[src/hdl/dtdd_pkg.sv]
// shared constants and types of the dihedral tuple duplicate detector
package dtdd_pkg;

  localparam int unsigned BUCKETS     = 1024;
  localparam int unsigned WAYS        = 4;
  localparam int unsigned ARMS        = 6;
  localparam int unsigned ARM_W       = 32;
  localparam int unsigned TUPLE_W     = ARMS * ARM_W;
  localparam int unsigned OUT_W       = 8;
  localparam int unsigned BUCKET_W    = $clog2(BUCKETS);
  localparam int unsigned FILL_W      = $clog2(WAYS + 1);
  localparam int unsigned STORE_DEPTH = BUCKETS * WAYS;
  localparam int unsigned STORE_AW    = $clog2(STORE_DEPTH);

  localparam logic [ARM_W-1:0] HASH_MASK  = ARM_W'(100003);
  localparam int unsigned      HASH_SHIFT = 8;

  typedef logic [ARMS-1:0][ARM_W-1:0] tuple_t;

  typedef struct packed {
    logic clear_step;
    logic load;
    logic fill_rd;
    logic store_rd;
    logic way_inc;
    logic set_match;
    logic set_ovf;
    logic insert;
    logic push;
  } cmd_t;

  typedef struct packed {
    logic clear_last;
    logic twin;
    logic way_lt_fill;
    logic fill_full;
    logic hit;
    logic out_free;
  } sts_t;

endpackage

[src/hdl/dtdd_ctrl.sv]
// controller state machine: clearing pass, bucket probe and insert sequence
module dtdd_ctrl (
  input  logic          clk_i,
  input  logic          rst_ni,
  input  logic          s_tvalid_i,
  output logic          s_tready_o,
  input  dtdd_pkg::sts_t sts_i,
  output dtdd_pkg::cmd_t cmd_o
);
  import dtdd_pkg::*;

  localparam logic [2:0] ST_CLEAR = 3'd0;
  localparam logic [2:0] ST_IDLE  = 3'd1;
  localparam logic [2:0] ST_LOOK  = 3'd2;
  localparam logic [2:0] ST_PROBE = 3'd3;
  localparam logic [2:0] ST_CHECK = 3'd4;
  localparam logic [2:0] ST_DONE  = 3'd5;

  logic [2:0] state_q, state_d;

  always_comb begin
    state_d    = state_q;
    cmd_o      = '0;
    s_tready_o = 1'b0;
    unique case (state_q)
      ST_CLEAR: begin
        cmd_o.clear_step = 1'b1;
        if (sts_i.clear_last) begin
          state_d = ST_IDLE;
        end
      end
      ST_IDLE: begin
        s_tready_o = 1'b1;
        if (s_tvalid_i) begin
          cmd_o.load = 1'b1;
          state_d    = sts_i.twin ? ST_DONE : ST_LOOK;
        end
      end
      ST_LOOK: begin
        cmd_o.fill_rd = 1'b1;
        state_d       = ST_PROBE;
      end
      ST_PROBE: begin
        if (sts_i.way_lt_fill) begin
          cmd_o.store_rd = 1'b1;
          state_d        = ST_CHECK;
        end else if (sts_i.fill_full) begin
          cmd_o.set_ovf = 1'b1;
          state_d       = ST_DONE;
        end else begin
          cmd_o.insert = 1'b1;
          state_d      = ST_DONE;
        end
      end
      ST_CHECK: begin
        if (sts_i.hit) begin
          cmd_o.set_match = 1'b1;
          state_d         = ST_DONE;
        end else begin
          cmd_o.way_inc = 1'b1;
          state_d       = ST_PROBE;
        end
      end
      ST_DONE: begin
        if (sts_i.out_free) begin
          cmd_o.push = 1'b1;
          state_d    = ST_IDLE;
        end
      end
      default: begin
        state_d = ST_CLEAR;
      end
    endcase
  end

  always_ff @(posedge clk_i or negedge rst_ni) begin
    if (!rst_ni) begin
      state_q <= ST_CLEAR;
    end else begin
      state_q <= state_d;
    end
  end

endmodule

[config.mk]
export PLATFORM = sky130hd
export DESIGN_NAME = dtdd_ctrl
export DESIGN_NICKNAME = d
export VERILOG_FILES = /design/src/hdl/dtdd_pkg.sv /design/src/hdl/dtdd_ctrl.sv
export SDC_FILE = /design/constraint.sdc
export NUM_CORES = 1
export LEC_CHECK = 0
export BUFFER_PORTS_ARGS = -buffer_cell sky130_fd_sc_hd__clkbuf_2
export CAP_MARGIN = 20
export CORE_AREA = 2 2 39 41
export DETAILED_ROUTE_END_ITERATION = 12
export DIE_AREA = 0 0 41 43
export SETUP_SLACK_MARGIN = 0.1
export SYNTH_ARGS = -nofsm -noshare
export SYNTH_HDL_FRONTEND = slang
export SYNTH_SLANG_ARGS = --single-unit
[constraint.sdc]
create_clock -name clk_i -period 1.5 [get_ports clk_i]
set_clock_uncertainty 0.05 [all_clocks]
set_input_delay 0.15 -clock clk_i [delete_from_list [all_inputs] [get_ports clk_i]]
set_output_delay 0.15 -clock clk_i [all_outputs]
set_load 0.01 [all_outputs]
==> results.sh, run 1 <==
export IMPL_cpPeakStageDelay_ps=410
export IMPL_r2r_start="state_q[0]"
export IMPL_critical_path_buf_inv_count=2
export IMPL_syn_to_final_growth_pct=90.5
export IMPL_ys_seq_area_share_pct=21.2
export IMPL_start_kind="register"
export IMPL_start_util_pct=25.6
export IMPL_power_density_mw_per_mm2=1990
export IMPL_ys_flop_type="dfrtp_1"
export IMPL_synth_area_leaders="dfrtp_1 21%, a2111oi_4 7.8%, o31ai_2 7.1%"
export IMPL_grt_first_pass_wirelength_um=1410
export IMPL_die_area_mm2=0.00176
export IMPL_htree_num_levels=1
export IMPL_cp_slowest_cell="dfrtp_2"
export IMPL_largest_register="state_q"
export IMPL_worst_slew_pin_slew_ps=407
export IMPL_vias=408
export IMPL_rsz0062_at_grt="true"
export IMPL_antenna_found_initial=0
export IMPL_syn_cell_area_um2=354
export IMPL_grt_pass1_vias=358
export IMPL_design_power_total_mw=1.35
export IMPL_core_mm2=0.00138
export IMPL_grt_start_max_net_pins=17
export IMPL_firstDrtPassIters=2
export IMPL_stdcell_count=85
export IMPL_port_buffers=18
export IMPL_numCtsBuffers=3
export IMPL_synth_top_cell_by_area="dfrtp_1"
export IMPL_ys_types=26
export IMPL_crit_chain="clkbuf_4, nor4b_4, buf_2"
export IMPL_drt_iter0_markers=5
export IMPL_track_usage_pct=12.1
export IMPL_via_per_inst=4.80
export IMPL_syn_instance_count=34
export IMPL_yosys_warnings=0
export IMPL_yosys_area_top_type_share_pct=21.2
export IMPL_insertion_delay_ps=240
export IMPL_relSlewSlack_pct=72.9
export IMPL_async_flop_share_pct=100
export IMPL_largest_reg_flops=3
export IMPL_period_needed_ps=1460
export IMPL_cts_tree="yes"
export IMPL_syn_num_nets=43
export IMPL_period_share_pct=97.0
export IMPL_cp_max_fo=8
export IMPL_slew_viol_final=0
export IMPL_synth_edf_count=0
export IMPL_crit_arrival_ps=1260
export IMPL_ant_nets=0
export IMPL_peakVddDrop_mv=0.776
export IMPL_critPathCaptureType="output pin"
export IMPL_nets=79
export IMPL_status="finished clean"
export IMPL_ctsRootBufferMaster="clkbuf_4"
export IMPL_rrSetupSlack_ps=70
export IMPL_layout_drive_gt1_share_pct=82.6
export IMPL_path_clk_slew_ps=40
export IMPL_ys_ff_latch=3
export IMPL_drc_errors=0
export IMPL_dieWidth_um=41
export IMPL_critical_path_top_delay_family="flip-flops"
export IMPL_setup_viol=0
export IMPL_max_clock_freq_ghz=0.687
export IMPL_antenna_cells=0
export IMPL_required_ps=1300
export IMPL_hold_viol=0
export IMPL_drv_cap=0
export IMPL_ioPinCount=19
export IMPL_clock_sinks=3
export IMPL_place_congestion=0.758
export IMPL_placed_cells=67
export IMPL_r2r_end="state_q[0]"
export IMPL_avgSynthCellArea_um2=10.4
export IMPL_wl_um=1080
export IMPL_grt_overflow=0
export IMPL_routedWlPerCell_um=12.7
export IMPL_die_y_um=43
export IMPL_holdCritPathClass="primary input to asynchronous set/reset pin"
export IMPL_path_class="register to output pin"
export IMPL_cts_max_path_buffers=2
export IMPL_power_leakage_nw=0.319
export IMPL_num_rows=14
export IMPL_tns_ps=0
export IMPL_rr_worst_depth=5
export IMPL_reg_top3="state_q x3"
worst max-delay path by stage:
stage	from	endpoint	slack (ps)	cells past startpoint
6_report	state_q[1]	cmd_o[4]	40	3
3_3_place_gp	state_q[1]	state_q[0]	150	3
2_1_floorplan	state_q[0]	cmd_o[7]	180	4
3_5_place_dp	state_q[1]	state_q[0]	140	3
4_1_cts	state_q[0]	cmd_o[4]	40	3
5_1_grt	state_q[2]	cmd_o[7]	6	4
per-stage QoR:
stage	instance area [um^2]	utilization, %	setup slack, ps	hold slack [ps]
5_1_grt	674	48.7	6.19	208
3_3_place_gp	453	32.7	155	-103
6_report	674	48.7	44.7	187
2_1_floorplan	354	-	180	-196
3_5_place_dp	453	32.7	135	-102
4_1_cts	567	41.0	38.8	189
placed cells by master, fill, tap and decap left out:
master,count
or2_2,1
clkbuf_4,4
o21a_1,1
nor2_2,1
nor4b_4,1
and4b_1,1
nor2b_1,2
nor3b_2,1
buf_2,6
dlygate4sd3_1,1
a21oi_2,1
a211oi_1,1
nor3b_4,1
clkbuf_1,1
and2_4,1
dfrtp_2,3
clkbuf_2,10
o31ai_2,2
buf_4,10
mux2i_1,1
nand2_2,1
buf_6,6
a221o_1,1
nor2b_4,2
and3_4,2
nand3b_1,2
and4bb_1,1
a2111oi_4,1
nor3_2,3
what timing repair did:
action,CTS,global route
endpoints found under the hold margin,3,0
hold buffers,1,0
resized for setup,7,22
buffers inserted,7,6
pin swaps,1,10
setup endpoints to repair,9,12
power by group:
part / internal (mW) / total [mW] / switching (mW) / leakage [nW]
combinational: 0.578 / 1.03 / 0.452 / 0.270
clock: 0.0999 / 0.145 / 0.0454 / 0.0150
sequential: 0.127 / 0.170 / 0.0437 / 0.0340
kinds of logic after synthesis:
| group | after synthesis | synth area share, % |
|---|---|---|
| AOI/OAI and AO/OA | 7 | 23.3 |
| buffers and inverters | 3 | 7.42 |
| and+or+nand+nor | 20 | 45.2 |
| DFF | 3 | 21.2 |
| muxes | 1 | 2.83 |
per-layer routing:
layer	wire length (um)	GRT usage, %	vias to the layer above
met5	0	0	-
met4	31	10.7	0
met3	52	2.09	4
met2	560	16.9	15
met1	433	14.9	189
li1	-	-	200
layout make-up:
type | instances | area [um^2]
flip-flops and latches | 3 | 78.8
fillers | 134 | 709
repair buffers | 34 | 240
clock buffers | 4 | 26.3
multi-input cells | 28 | 309
well taps | 16 | 20.0
synth_stat cells, types with 2 or more instances:
library cell / number
o31ai_2: 2
dfrtp_1: 3
nor2b_1: 3
nand3b_1: 2
and3_1: 2
nor3_1: 2
Power figures use the tool's default switching activity.
==> run 2: changes to the inputs <==
--- a/config.mk
+++ b/config.mk
@@ -10,6 +10,7 @@
 export CORE_AREA = 2 2 39 41
 export DETAILED_ROUTE_END_ITERATION = 12
 export DIE_AREA = 0 0 41 43
+export GPL_TIMING_DRIVEN = 0
 export SETUP_SLACK_MARGIN = 0.1
 export SYNTH_ARGS = -nofsm -noshare
 export SYNTH_HDL_FRONTEND = slang
==> constraint.sdc (replaced) <==
create_clock -name clk_i -period 1.6 [get_ports clk_i]
set_clock_uncertainty 0.05 [all_clocks]
set_input_delay 0.16 -clock clk_i [delete_from_list [all_inputs] [get_ports clk_i]]
set_output_delay 0.16 -clock clk_i [all_outputs]
set_load 0.01 [all_outputs]
==> results.sh, run 2 (synthesis gave the netlist of run 1 again) <==
export IMPL_status="finished clean"
export IMPL_reg_top3="state_q x3"
export IMPL_setup_viol=0
export IMPL_endpoint="cmd_o[4]"
export IMPL_final_cell_mix="11 x clkbuf_2, 6 x buf_2, 4 x buf_6, 4 x buf_4"
export IMPL_track_usage_pct=10.5
export IMPL_tns_ps=0
export IMPL_regArea_um2=76.3
export IMPL_start_kind="register"
export IMPL_cp_max_fo=6
export IMPL_period_share_pct=95.4
export IMPL_rsz0062_at_grt="true"
export IMPL_drt_iter0_markers=1
export IMPL_power_leakage_nw=0.290
export IMPL_dieWidth_um=41
export IMPL_grt_pass1_vias=315
export IMPL_fin_ws_ps=73.1
export IMPL_num_rows=14
export IMPL_die_y_um=43
export IMPL_p_int_mw=0.677
export IMPL_r2r_start="state_q[0]"
export IMPL_holdCritPathClass="primary input to asynchronous set/reset pin"
export IMPL_seqPwrFrac_pct=15.0
export IMPL_relSlewSlack_pct=75.0
export IMPL_antenna_cells=0
export IMPL_critPathCaptureType="output pin"
export IMPL_max_clock_freq_ghz=0.655
export IMPL_crit_arrival_ps=1320
export IMPL_gr_usage_met3_pct=0
export IMPL_largest_register="state_q"
export IMPL_multi_input_area_um2=289
export IMPL_die_area_mm2=0.00176
export IMPL_power_switching_mw=0.452
export IMPL_peakVddDrop_mv=0.696
export IMPL_place_congestion=0.713
export IMPL_antenna_found_initial=0
export IMPL_largest_reg_flops=3
export IMPL_ctsRootBufferMaster="clkbuf_4"
export IMPL_layout_drive_gt1_share_pct=72.6
export IMPL_htree_num_levels=1
export IMPL_clkPwrFrac_pct=11.9
export IMPL_met2_usage_pct=16.6
export IMPL_cts_max_path_buffers=2
export IMPL_dpl_hpwl_um=581
export IMPL_worst_slew_pin_slew_ps=375
export IMPL_ioPinCount=19
export IMPL_r2r_end="state_q[0]"
export IMPL_place_ws_ps=202
export IMPL_start_util_pct=25.6
export IMPL_power_density_mw_per_mm2=1870
export IMPL_syn_to_final_growth_pct=70.0
export IMPL_path_clk_slew_ps=40
export IMPL_nets=72
export IMPL_rr_worst_depth=6
export IMPL_drv_cap=0
export IMPL_period_needed_ps=1530
export IMPL_ant_nets=0
export IMPL_combPwrFrac_pct=73.1
export IMPL_use_met1_pct=13.6
export IMPL_firstDrtPassIters=2
export IMPL_top_usage_layer="met2"
export IMPL_routedWlPerCell_um=11.1
export IMPL_clock_sinks=3
export IMPL_insertion_delay_ps=240
export IMPL_grt_overflow=0
export IMPL_port_buffers=18
export IMPL_vias=369
export IMPL_hold_slack_ps=201
export IMPL_path_class="register to output pin"
export IMPL_wl_um=862
export IMPL_grt_first_pass_wirelength_um=1250
export IMPL_via_per_inst=4.73
export IMPL_grt_start_max_net_pins=11
export IMPL_numCtsBuffers=3
export IMPL_required_ps=1390
export IMPL_cts_tree="yes"
export IMPL_slew_viol_final=0
export IMPL_num_fill_cells=148
export IMPL_hold_viol=0
export IMPL_critPathLaunch="state_q[0]"
export IMPL_design_power_total_mw=1.13
export IMPL_drc_errors=0
export IMPL_swShare_pct=40.0
export IMPL_layout_commonest_cell="clkbuf_2"
export IMPL_rrSetupSlack_ps=130
export IMPL_core_mm2=0.00138
[run 2: power by group through the flow]
stage | Combinational [mW] | Sequential [mW] | Clock, mW
global route | 0.893 | 0.175 | 0.142
global placement | 0.591 | 0.160 | 0
finish | 0.825 | 0.169 | 0.134
CTS | 0.793 | 0.168 | 0.140
detailed placement | 0.597 | 0.161 | 0
floorplan | 0.459 | 0.151 | 0
[run 2: critical path, stage by stage, from the launching register on]
cell	delay, ps
dfrtp_1	380
buf_6	130
buf_12	120
nor4b_4	270
buf_2	180
[run 2: how the worst min path moves through the flow]
stage                             to  depth (start not counted)
after detailed placement  state_q[2]                          1
after CTS                 state_q[0]                          2
after floorplan           state_q[0]                          0
final                     state_q[0]                          2
after global routing      state_q[0]                          2
after global placement    state_q[1]                          1
[run 2: what timing repair did]
action	CTS	global route
setup buffers	4	1
hold endpoints to repair	3	0
pin swaps	3	2
setup endpoints to repair	7	8
hold buffers	1	0
resized for setup	9	11
[run 2: metal layers]
metal  wire length [um]  share of wire, %  vias up
met4                 22               2.6        0
met2                426                49       13
met3                 44               5.1        2
met5                  0                 0        -
met1                368                43      169
li1                   -                 -      185
[run 2: stage by stage]
stage,instances,cell area [um^2],utilization (%)
floorplan,34,354,-
global placement,68,464,33.5
detailed placement,68,464,33.5
CTS,77,581,42.0
global route,78,602,43.5
finish,78,602,43.5
[run 2: layout make-up]
cell class,count,area share [%]
buffer,3,4.99
tap,16,3.33
multi-input combinational,28,48.0
sequential,3,12.7
clock buffer,4,4.37
timing repair buffer,24,26.6
